--- config.mk ---
export PLATFORM = sky130hd
export DESIGN_NAME = decimal_digit_poly_hash_match
export DESIGN_NICKNAME = d
export VERILOG_FILES = /design/src/rtl/dph_pkg.sv /design/src/rtl/dph_front.sv /design/src/rtl/dph_fifo.sv /design/src/rtl/dph_lane.sv /design/src/rtl/dph_back.sv /design/src/rtl/decimal_digit_poly_hash_match.sv
export SDC_FILE = /design/constraint.sdc
export NUM_CORES = 2
export LEC_CHECK = 0
export BUFFER_PORTS_ARGS = -buffer_cell sky130_fd_sc_hd__buf_4
export CORE_MARGIN = 1.5
export CORE_UTILIZATION = 60
export DETAILED_ROUTE_END_ITERATION = 8
export PLACE_DENSITY = 0.84
export SYNTH_ARGS = -nofsm -noshare
export SYNTH_HDL_FRONTEND = slang
export SYNTH_SLANG_ARGS = --single-unit
--- constraint.sdc ---
create_clock -name clk -period 16.4 [get_ports clk]
set_input_delay 3.28 -clock clk [delete_from_list [all_inputs] [get_ports clk]]
set_output_delay 3.28 -clock clk [all_outputs]
set_load 0.02 [all_outputs]
--- src/rtl/dph_pkg.sv ---
// Shared constants, types and state encodings of the decimal digit hash matcher.
package dph_pkg;

  localparam int SEED_W   = 63;
  localparam int MOD_W    = 31;
  localparam int DIG_N    = 19;
  localparam int BCD_W    = DIG_N * 4;
  localparam int CFG_AW   = 3;
  localparam int CFG_DW   = 63;
  localparam int IN_TW    = 64;
  localparam int OUT_TW   = 64;
  localparam int CONV_CW  = 6;
  localparam int STEP_CW  = 5;

  // Configuration register indexes.
  typedef enum logic [CFG_AW-1:0] {
    REG_PRIME_ONE   = 3'd0,
    REG_MODULUS_ONE = 3'd1,
    REG_PRIME_TWO   = 3'd2,
    REG_MODULUS_TWO = 3'd3,
    REG_TARGET_ONE  = 3'd4,
    REG_TARGET_TWO  = 3'd5,
    REG_RANGE_LOW   = 3'd6,
    REG_RANGE_HIGH  = 3'd7
  } reg_idx_t;

  // One classified request: decimal digits of the seed and its range flag.
  typedef struct packed {
    logic [BCD_W-1:0] bcd;
    logic             in_range;
  } job_t;

  // Status of one hash lane toward the back-end controller.
  typedef struct packed {
    logic             done;
    logic [MOD_W-1:0] hash;
  } lane_stat_t;

  typedef enum logic [1:0] {FE_IDLE, FE_CONV, FE_PUSH} fe_state_t;
  typedef enum logic [2:0] {LN_IDLE, LN_PRE, LN_MUL, LN_ACC, LN_DONE} ln_state_t;
  typedef enum logic {BK_IDLE, BK_RUN} bk_state_t;

endpackage

--- src/rtl/dph_front.sv ---
// Front end: accepts seeds, converts them to decimal digits and checks the range.
module dph_front (
  input  logic                          clk,
  input  logic                          rst_n,
  input  logic                          in_valid,
  output logic                          in_ready,
  input  logic [dph_pkg::SEED_W-1:0]    seed,
  input  logic [dph_pkg::SEED_W-1:0]    range_low,
  input  logic [dph_pkg::SEED_W-1:0]    range_high,
  output logic                          q_valid,
  input  logic                          q_ready,
  output dph_pkg::job_t                 q_job
);

  dph_pkg::fe_state_t               state_r, state_nxt;
  logic [dph_pkg::SEED_W-1:0]       sh_r, sh_nxt;
  logic [dph_pkg::BCD_W-1:0]        bcd_r, bcd_nxt, bcd_adj;
  logic [dph_pkg::CONV_CW-1:0]      cnt_r, cnt_nxt;
  logic                             inr_r, inr_nxt;

  // Double-dabble correction: every digit of five or more gets three added.
  always_comb begin
    for (int i = 0; i < dph_pkg::DIG_N; i++) begin
      if (bcd_r[4*i +: 4] >= 4'd5) begin
        bcd_adj[4*i +: 4] = bcd_r[4*i +: 4] + 4'd3;
      end else begin
        bcd_adj[4*i +: 4] = bcd_r[4*i +: 4];
      end
    end
  end

  // Next state: one seed bit shifts into the digit register per cycle.
  always_comb begin
    state_nxt = state_r;
    sh_nxt    = sh_r;
    bcd_nxt   = bcd_r;
    cnt_nxt   = cnt_r;
    inr_nxt   = inr_r;
    in_ready  = 1'b0;
    q_valid   = 1'b0;
    case (state_r)
      dph_pkg::FE_IDLE: begin
        in_ready = 1'b1;
        if (in_valid) begin
          sh_nxt    = seed;
          bcd_nxt   = '0;
          cnt_nxt   = '0;
          inr_nxt   = (seed >= range_low) && (seed < range_high);
          state_nxt = dph_pkg::FE_CONV;
        end
      end
      dph_pkg::FE_CONV: begin
        bcd_nxt = {bcd_adj[dph_pkg::BCD_W-2:0], sh_r[dph_pkg::SEED_W-1]};
        sh_nxt  = {sh_r[dph_pkg::SEED_W-2:0], 1'b0};
        cnt_nxt = cnt_r + dph_pkg::CONV_CW'(1);
        if (cnt_r == dph_pkg::CONV_CW'(dph_pkg::SEED_W - 1)) begin
          state_nxt = dph_pkg::FE_PUSH;
        end
      end
      dph_pkg::FE_PUSH: begin
        q_valid = 1'b1;
        if (q_ready) begin
          state_nxt = dph_pkg::FE_IDLE;
        end
      end
      default: state_nxt = dph_pkg::FE_IDLE;
    endcase
  end

  assign q_job.bcd      = bcd_r;
  assign q_job.in_range = inr_r;

  // State register.
  always_ff @(posedge clk) begin
    if (!rst_n) begin
      state_r <= dph_pkg::FE_IDLE;
    end else begin
      state_r <= state_nxt;
    end
  end

  // Payload registers.
  always_ff @(posedge clk) begin
    sh_r  <= sh_nxt;
    bcd_r <= bcd_nxt;
    cnt_r <= cnt_nxt;
    inr_r <= inr_nxt;
  end

endmodule

--- src/rtl/dph_fifo.sv ---
// Two-entry queue that decouples the front end from the hash engine.
module dph_fifo (
  input  logic          clk,
  input  logic          rst_n,
  input  logic          wr_valid,
  output logic          wr_ready,
  input  dph_pkg::job_t wr_job,
  output logic          rd_valid,
  input  logic          rd_ready,
  output dph_pkg::job_t rd_job
);

  dph_pkg::job_t ent_r [2];
  logic          wp_r, wp_nxt, rp_r, rp_nxt;
  logic [1:0]    cnt_r, cnt_nxt;
  logic          push, pop;

  assign wr_ready = (cnt_r != 2'd2);
  assign rd_valid = (cnt_r != 2'd0);
  assign rd_job   = ent_r[rp_r];
  assign push     = wr_valid && wr_ready;
  assign pop      = rd_valid && rd_ready;

  // Pointer and fill count update.
  always_comb begin
    wp_nxt  = push ? ~wp_r : wp_r;
    rp_nxt  = pop ? ~rp_r : rp_r;
    cnt_nxt = cnt_r + {1'b0, push} - {1'b0, pop};
  end

  always_ff @(posedge clk) begin
    if (!rst_n) begin
      wp_r  <= 1'b0;
      rp_r  <= 1'b0;
      cnt_r <= 2'd0;
    end else begin
      wp_r  <= wp_nxt;
      rp_r  <= rp_nxt;
      cnt_r <= cnt_nxt;
    end
  end

  // Entry storage.
  always_ff @(posedge clk) begin
    if (push) begin
      ent_r[wp_r] <= wr_job;
    end
  end

endmodule

--- src/rtl/dph_lane.sv ---
// One hash lane: polynomial hash of a digit string with shift-add modular multiplies.
module dph_lane (
  input  logic                        clk,
  input  logic                        rst_n,
  input  logic                        start,
  input  logic [dph_pkg::BCD_W-1:0]   bcd,
  input  logic [dph_pkg::MOD_W-1:0]   prime,
  input  logic [dph_pkg::MOD_W-1:0]   modulus,
  output dph_pkg::lane_stat_t         stat
);

  localparam int W = dph_pkg::MOD_W;

  dph_pkg::ln_state_t          state_r, state_nxt;
  logic [dph_pkg::BCD_W-1:0]   bcd_r, bcd_nxt, bcd_sh;
  logic [dph_pkg::STEP_CW-1:0] cnt_r, cnt_nxt;
  logic [W-1:0] pr_r, pr_nxt, pw_r, pw_nxt, acc_r, acc_nxt;
  logic [W-1:0] rp_r, rp_nxt, rt_r, rt_nxt;
  logic [W-1:0] xp_r, xp_nxt, xt_r, xt_nxt;
  logic [W-1:0] rp_step, rt_step;
  logic [W:0]   acc_sum;
  logic         nz_r, nz_nxt, last_step;

  // Modular double-and-add: (2r + b*y) mod m, with r and y below m.
  function automatic logic [W-1:0] mstep(input logic [W-1:0] r, input logic [W-1:0] y,
                                         input logic [W-1:0] m, input logic b);
    logic [W:0] t;
    t = {r, 1'b0};
    if (t >= {1'b0, m}) t = t - {1'b0, m};
    if (b) t = t + {1'b0, y};
    if (t >= {1'b0, m}) t = t - {1'b0, m};
    return t[W-1:0];
  endfunction

  // Digit plus one, as the multiplier of the current term.
  function automatic logic [W-1:0] dig1(input logic [3:0] d);
    return W'({1'b0, d} + 5'd1);
  endfunction

  assign last_step = (cnt_r == dph_pkg::STEP_CW'(W - 1));
  assign bcd_sh    = {4'd0, bcd_r[dph_pkg::BCD_W-1:4]};
  assign acc_sum   = {1'b0, acc_r} + {1'b0, rt_r};

  // The prime pass reuses rp; the multiply pass runs both products side by side.
  always_comb begin
    if (state_r == dph_pkg::LN_PRE) begin
      rp_step = mstep(rp_r, W'(1), modulus, xp_r[W-1]);
    end else begin
      rp_step = mstep(rp_r, pr_r, modulus, xp_r[W-1]);
    end
    rt_step = mstep(rt_r, pw_r, modulus, xt_r[W-1]);
  end

  // Sequencer: reduce the prime once, then one multiply pass and one add per digit.
  always_comb begin
    state_nxt = state_r;
    bcd_nxt   = bcd_r;
    cnt_nxt   = cnt_r;
    pr_nxt    = pr_r;
    pw_nxt    = pw_r;
    acc_nxt   = acc_r;
    rp_nxt    = rp_r;
    rt_nxt    = rt_r;
    xp_nxt    = xp_r;
    xt_nxt    = xt_r;
    nz_nxt    = nz_r;
    case (state_r)
      dph_pkg::LN_IDLE, dph_pkg::LN_DONE: begin
        if (start) begin
          bcd_nxt = bcd;
          acc_nxt = W'(1);
          nz_nxt  = (bcd != '0);
          rp_nxt  = '0;
          xp_nxt  = prime;
          cnt_nxt = '0;
          state_nxt = (bcd != '0) ? dph_pkg::LN_PRE : dph_pkg::LN_DONE;
        end
      end
      dph_pkg::LN_PRE: begin
        rp_nxt  = rp_step;
        xp_nxt  = {xp_r[W-2:0], 1'b0};
        cnt_nxt = cnt_r + dph_pkg::STEP_CW'(1);
        if (last_step) begin
          pr_nxt  = rp_step;
          pw_nxt  = rp_step;
          xp_nxt  = rp_step;
          xt_nxt  = dig1(bcd_r[3:0]);
          rp_nxt  = '0;
          rt_nxt  = '0;
          cnt_nxt = '0;
          state_nxt = dph_pkg::LN_MUL;
        end
      end
      dph_pkg::LN_MUL: begin
        rp_nxt  = rp_step;
        rt_nxt  = rt_step;
        xp_nxt  = {xp_r[W-2:0], 1'b0};
        xt_nxt  = {xt_r[W-2:0], 1'b0};
        cnt_nxt = cnt_r + dph_pkg::STEP_CW'(1);
        if (last_step) begin
          state_nxt = dph_pkg::LN_ACC;
        end
      end
      dph_pkg::LN_ACC: begin
        if (acc_sum >= {1'b0, modulus}) begin
          acc_nxt = acc_sum[W-1:0] - modulus;
        end else begin
          acc_nxt = acc_sum[W-1:0];
        end
        pw_nxt  = rp_r;
        bcd_nxt = bcd_sh;
        xp_nxt  = rp_r;
        xt_nxt  = dig1(bcd_sh[3:0]);
        rp_nxt  = '0;
        rt_nxt  = '0;
        cnt_nxt = '0;
        state_nxt = (bcd_sh == '0) ? dph_pkg::LN_DONE : dph_pkg::LN_MUL;
      end
      default: state_nxt = dph_pkg::LN_IDLE;
    endcase
  end

  // A modulus below two reduces every nonzero seed's hash to zero.
  assign stat.done = (state_r == dph_pkg::LN_DONE);
  assign stat.hash = (nz_r && (modulus < W'(2))) ? '0 : acc_r;

  always_ff @(posedge clk) begin
    if (!rst_n) begin
      state_r <= dph_pkg::LN_IDLE;
    end else begin
      state_r <= state_nxt;
    end
  end

  always_ff @(posedge clk) begin
    bcd_r <= bcd_nxt;
    cnt_r <= cnt_nxt;
    pr_r  <= pr_nxt;
    pw_r  <= pw_nxt;
    acc_r <= acc_nxt;
    rp_r  <= rp_nxt;
    rt_r  <= rt_nxt;
    xp_r  <= xp_nxt;
    xt_r  <= xt_nxt;
    nz_r  <= nz_nxt;
  end

endmodule

--- src/rtl/dph_back.sv ---
// Back end: runs both hash lanes on a queued request and holds the result register.
module dph_back (
  input  logic                          clk,
  input  logic                          rst_n,
  input  logic                          q_valid,
  output logic                          q_ready,
  input  dph_pkg::job_t                 q_job,
  input  logic [dph_pkg::MOD_W-1:0]     prime_one,
  input  logic [dph_pkg::MOD_W-1:0]     modulus_one,
  input  logic [dph_pkg::MOD_W-1:0]     prime_two,
  input  logic [dph_pkg::MOD_W-1:0]     modulus_two,
  input  logic [dph_pkg::MOD_W-1:0]     target_one,
  input  logic [dph_pkg::MOD_W-1:0]     target_two,
  output logic                          out_valid,
  input  logic                          out_ready,
  output logic [dph_pkg::MOD_W-1:0]     hash_one,
  output logic [dph_pkg::MOD_W-1:0]     hash_two,
  output logic                          is_match
);

  dph_pkg::bk_state_t         state_r, state_nxt;
  dph_pkg::lane_stat_t        st_one, st_two;
  logic                       inr_r, inr_nxt;
  logic                       ov_r, ov_nxt, load, start;
  logic [dph_pkg::MOD_W-1:0]  h1_r, h2_r;
  logic                       m_r;

  dph_lane u_lane_one (
    .clk     (clk),
    .rst_n   (rst_n),
    .start   (start),
    .bcd     (q_job.bcd),
    .prime   (prime_one),
    .modulus (modulus_one),
    .stat    (st_one)
  );

  dph_lane u_lane_two (
    .clk     (clk),
    .rst_n   (rst_n),
    .start   (start),
    .bcd     (q_job.bcd),
    .prime   (prime_two),
    .modulus (modulus_two),
    .stat    (st_two)
  );

  // Controller: pop a request, start both lanes, move the result out when there is room.
  always_comb begin
    state_nxt = state_r;
    inr_nxt   = inr_r;
    q_ready   = 1'b0;
    start     = 1'b0;
    load      = 1'b0;
    case (state_r)
      dph_pkg::BK_IDLE: begin
        q_ready = 1'b1;
        if (q_valid) begin
          start     = 1'b1;
          inr_nxt   = q_job.in_range;
          state_nxt = dph_pkg::BK_RUN;
        end
      end
      dph_pkg::BK_RUN: begin
        if (st_one.done && st_two.done && (!ov_r || out_ready)) begin
          load      = 1'b1;
          state_nxt = dph_pkg::BK_IDLE;
        end
      end
      default: state_nxt = dph_pkg::BK_IDLE;
    endcase
    ov_nxt = load || (ov_r && !out_ready);
  end

  always_ff @(posedge clk) begin
    if (!rst_n) begin
      state_r <= dph_pkg::BK_IDLE;
      ov_r    <= 1'b0;
    end else begin
      state_r <= state_nxt;
      ov_r    <= ov_nxt;
    end
  end

  // Result register.
  always_ff @(posedge clk) begin
    inr_r <= inr_nxt;
    if (load) begin
      h1_r <= st_one.hash;
      h2_r <= st_two.hash;
      m_r  <= inr_r && (st_one.hash == target_one) && (st_two.hash == target_two);
    end
  end

  assign out_valid = ov_r;
  assign hash_one  = h1_r;
  assign hash_two  = h2_r;
  assign is_match  = m_r;

endmodule

--- src/rtl/decimal_digit_poly_hash_match.sv ---
// Top level of the decimal digit polynomial hash matcher with its configuration registers.
//
// Each request carries a seed; the block returns two polynomial hashes over the seed's
// decimal digits (least significant first) and a flag that is set when the seed lies in
// [range_low, range_high) and both hashes equal their targets. The front end converts the
// seed to decimal one bit per cycle, and takes a new request only after the previous one has
// entered the two-entry queue, while the back end works on an earlier request from that queue.
// The back end's two lanes each reduce the prime once, then run one shift-add modular
// multiply and one add per decimal digit (at most 19 digits); a zero seed skips both.
// The result register frees the back end as soon as a result is stored.
module decimal_digit_poly_hash_match (
  input  logic                          clk,
  input  logic                          rst_n,
  input  logic                          in_tvalid,
  output logic                          in_tready,
  input  logic [dph_pkg::IN_TW-1:0]     in_tdata,   // [62:0] seed
  output logic                          out_tvalid,
  input  logic                          out_tready,
  output logic [dph_pkg::OUT_TW-1:0]    out_tdata,  // [30:0] hash_one, [61:31] hash_two,
                                                    // [62] is_match
  input  logic                          cfg_we,
  input  logic [dph_pkg::CFG_AW-1:0]    cfg_addr,
  input  logic [dph_pkg::CFG_DW-1:0]    cfg_wdata
);

  localparam int W = dph_pkg::MOD_W;
  localparam int S = dph_pkg::SEED_W;

  logic [W-1:0] prime_one_r, modulus_one_r, prime_two_r, modulus_two_r;
  logic [W-1:0] target_one_r, target_two_r;
  logic [S-1:0] range_low_r, range_high_r;

  logic          fq_valid, fq_ready, bq_valid, bq_ready;
  dph_pkg::job_t fq_job, bq_job;
  logic [W-1:0]  hash_one, hash_two;
  logic          is_match;

  // Configuration registers.
  always_ff @(posedge clk) begin
    if (!rst_n) begin
      prime_one_r   <= W'(31);
      modulus_one_r <= W'(1000000007);
      prime_two_r   <= W'(37);
      modulus_two_r <= W'(998244353);
      target_one_r  <= '0;
      target_two_r  <= '0;
      range_low_r   <= '0;
      range_high_r  <= '0;
    end else if (cfg_we) begin
      case (dph_pkg::reg_idx_t'(cfg_addr))
        dph_pkg::REG_PRIME_ONE:   prime_one_r   <= cfg_wdata[W-1:0];
        dph_pkg::REG_MODULUS_ONE: modulus_one_r <= cfg_wdata[W-1:0];
        dph_pkg::REG_PRIME_TWO:   prime_two_r   <= cfg_wdata[W-1:0];
        dph_pkg::REG_MODULUS_TWO: modulus_two_r <= cfg_wdata[W-1:0];
        dph_pkg::REG_TARGET_ONE:  target_one_r  <= cfg_wdata[W-1:0];
        dph_pkg::REG_TARGET_TWO:  target_two_r  <= cfg_wdata[W-1:0];
        dph_pkg::REG_RANGE_LOW:   range_low_r   <= cfg_wdata[S-1:0];
        dph_pkg::REG_RANGE_HIGH:  range_high_r  <= cfg_wdata[S-1:0];
        default: ;
      endcase
    end
  end

  dph_front u_front (
    .clk        (clk),
    .rst_n      (rst_n),
    .in_valid   (in_tvalid),
    .in_ready   (in_tready),
    .seed       (in_tdata[S-1:0]),
    .range_low  (range_low_r),
    .range_high (range_high_r),
    .q_valid    (fq_valid),
    .q_ready    (fq_ready),
    .q_job      (fq_job)
  );

  dph_fifo u_fifo (
    .clk      (clk),
    .rst_n    (rst_n),
    .wr_valid (fq_valid),
    .wr_ready (fq_ready),
    .wr_job   (fq_job),
    .rd_valid (bq_valid),
    .rd_ready (bq_ready),
    .rd_job   (bq_job)
  );

  dph_back u_back (
    .clk         (clk),
    .rst_n       (rst_n),
    .q_valid     (bq_valid),
    .q_ready     (bq_ready),
    .q_job       (bq_job),
    .prime_one   (prime_one_r),
    .modulus_one (modulus_one_r),
    .prime_two   (prime_two_r),
    .modulus_two (modulus_two_r),
    .target_one  (target_one_r),
    .target_two  (target_two_r),
    .out_valid   (out_tvalid),
    .out_ready   (out_tready),
    .hash_one    (hash_one),
    .hash_two    (hash_two),
    .is_match    (is_match)
  );

  assign out_tdata = {1'b0, is_match, hash_two, hash_one};

endmodule

==> out/metrics.cfg <==
[synthesis]
synth_xor_area_share_pct=5.70
synthAdderAreaFrac_pct=10.5
syn-instance-count=9907
synth_flop_cell=edfxtp_1
synth_area_per_cell_um2=9.16
yosys_warnings=0
muxShareOfSynthArea_pct=4.74
netlist_area_mm2=0.0907
synth-seq-cells=1289
synth_top_family_by_area=compound AO/OA/AOI/OAI gates
synth_fp_nets=10800
synth-edff-count=962
synthSimpleGateAreaFrac_pct=16.6
synth.distinct_cells=110
synth_compound_area_share_pct=19.5
async_flop_share_pct=0
ys_seq_area_share_pct=39.1

[run_status]
violations=capacitance limit, slew limit
status=finished with violations

[placement]
hpwl_um=218000
portBuffers=198
place_area_mm2=0.0942
pre_cts_ws_ns=4.84
place.gp.congestion=1.04

[clock_tree]
cts_tree=done
cts.sinks=1289
clkTransAtPathRegs_ns=0.07
cts_max_path_buffers=3
numCtsBuffers=146
cts_resized=0
insertion_delay_ns=0.83
root_buffer=clkbuf_16
postCtsSetupBuffers=0
holdBufCountCts=0
cts-htree-levels=4

[critical_path]
cp-end-kind=flip-flop
ff2ff_path_depth=37
criticalPathCategory=flip-flop to flip-flop
rrSetupSlack_ns=4.28
cpMostUsedCell=o21ai_0
r2r_start=modulus_one_r[1]
crit_slowest_cell=o21ai_0
crit_buf_inv=5
crit_required_ns=16.95
path_max_fanout=41
worst_setup_path_start_kind=flip-flop
cp-startpoint=modulus_one_r[1]
slowest_delay_ns=0.87
crit_family=compound AO/OA/AOI/OAI gates
reg2reg_to=u_back.u_lane_one.pw_r[15]
cp.arrival_ns=12.67

[die]
core_area_mm2=0.150
dieArea_mm2=0.154
die_w_um=392
start_util_pct=60.5
die_y_um=392
row_count=142
io_pins=201

[sta]
period_share_pct=73.9
hold_violations=0
finalSetupViolations=0
slew_headroom_pct=-1.88
worst_pin_slew_ns=1.52
max_freq_ghz=0.0825
drv_slew=2
setup_slack_ns=4.28
tns_ns=0
period_needed_ns=12.12
rsz0062_at_grt=no
fin_skew_ns=0.0449

[layout]
nFillCells=11800
final_area_mm2=0.0992
syn_to_final_growth_pct=9.37
layout.area.seq_mm2=0.0354
drive_above_1_share_pct=7.96
nets=10800
multi_input_area_mm2=0.0520

[routing]
drc=0
ant_nets=0
wl_um=298000
num_vias=79300
drt-pass1-iter-count=8
initialDrtViolationCount=9321
wire_per_inst_um=24.6
routed_via_density=6.55

[hold_path]
min_to=u_fifo.ent_r[0][0]
hold_depth=0
hp-class=flip-flop to flip-flop
hp-start=u_front.inr_r

[global_routing]
antenna_found_initial=15
grt_pass1_wl_um=446000
grt_start_max_net_pins=117
grt_use_total_pct=37.9
grt_remaining_overflow=0
grt_pass1_vias=75500

[flow_run]
maxCapViolCount=1

[registers in the layout, indices dropped and copies added, names as in the netlist, 63 cells and up, named ones only]
name / flops
u_fifo.ent_r: 154
range_low_r: 63
range_high_r: 63
u_front.sh_r: 63
u_front.bcd_r: 76
u_back.u_lane_two.bcd_r: 76
u_back.u_lane_one.bcd_r: 76
[stage by stage]
stage	hold WS, ns	utilization, %	instances
global placement	0.425	62.8	11800
detailed placement	0.433	62.8	11800
CTS	0.448	66.1	12100
finish	0.448	66.2	12100
global route	0.478	66.2	12100
floorplan	0.421	-	9907
[how the worst max path moves through the flow]
stage                                  to  slack, ns  cells past startpoint
6_report       u_back.u_lane_one.pw_r[15]       4.28                     37
4_1_cts        u_back.u_lane_one.pw_r[15]       4.78                     37
5_1_grt        u_back.u_lane_one.pw_r[15]       4.21                     37
2_1_floorplan   u_back.u_lane_two.rt_r[3]       7.71                     39
3_3_place_gp    u_back.u_lane_one.pw_r[8]       4.94                     38
3_5_place_dp   u_back.u_lane_one.pw_r[15]       4.84                     37
[synthesized netlist by cell type (all sizes together), types with 18 or more instances]
library cell  number  area [µm²]
nor3             149         751
and2             144         901
o211ai            56         420
xnor2            401        3510
xor2             189        1660
o22ai             74         463
a222oi            59         591
or2               36         225
nand4            130         813
a31oi             46         294
o21a             102         766
a221oi            24         235
nor2b            102         638
o21ai            439        2200
dfxtp            327        6550
clkbuf           325        1230
buf               98         548
nand3            191         961
a211oi            82         626
and3              68         425
o21bai            69         522
nor4             103         659
inv              467        1750
nand2           1283        4820
fa                18         360
nor2             823        3090
a21oi            796        3990
a2bb2oi           25         231
or3               35         219
nor3b             21         158
and4              28         248
o31a              20         175
a211o             31         272
mux2i            290        2920
o31ai             88         671
a21boi           315        2360
ha               733        9170
nand2b           107         669
edfxtp           962       28900
mux2             122        1380
a21o             296        2220
[final cells by class]
class,instances,share of cell area (%)
diodes,8,0.0202
inverters,470,1.78
clock inverters,80,0.950
multi-input cells,7725,52.4
repair buffers,328,2.49
flip-flops and latches,1289,35.7
clock buffers,191,4.12
well taps,2016,2.54
[cell usage in the layout (no fill, tap or decap), drive strengths merged, types with 69 or more instances in the layout]
| cell | n |
|---|---|
| a211oi | 82 |
| inv | 476 |
| nand3 | 191 |
| nand2 | 1283 |
| dfxtp | 327 |
| o21ai | 439 |
| o21a | 102 |
| a21o | 296 |
| mux2 | 122 |
| ha | 733 |
| a21oi | 796 |
| nor2 | 823 |
| o21bai | 69 |
| o31ai | 88 |
| nand4 | 130 |
| o22ai | 74 |
| nor3 | 149 |
| clkbuf | 192 |
| a21boi | 315 |
| xor2 | 189 |
| mux2i | 290 |
| edfxtp | 962 |
| buf | 327 |
| and2 | 144 |
| nand2b | 107 |
| nor2b | 102 |
| xnor2 | 401 |
| nor4 | 103 |
[metal layers]
layer	GRT usage (%)	routed length [µm]	vias up
li1	-	-	36300
met1	48.4	114000	37800
met2	57.6	128000	4341
met3	11.5	38300	854
met4	20.3	18000	16
met5	0	94	-
[logic make-up (layout without fill, tap and decap cells)]
family                   after synthesis  count (layout)
AO/OA/AOI/OAI                       2699            2699
XOR/XNOR                             590             590
adder cells (fa/ha/maj)              751             751
buffers and inverters                893            1069
flip-flops                          1289            1289
multiplexers                         412             412
other                                  1               9
AND/OR/NAND/NOR                     3272            3272
Power is not shown: default switching activity piles up to over one toggle a cycle in this logic, so the estimate is an artifact.
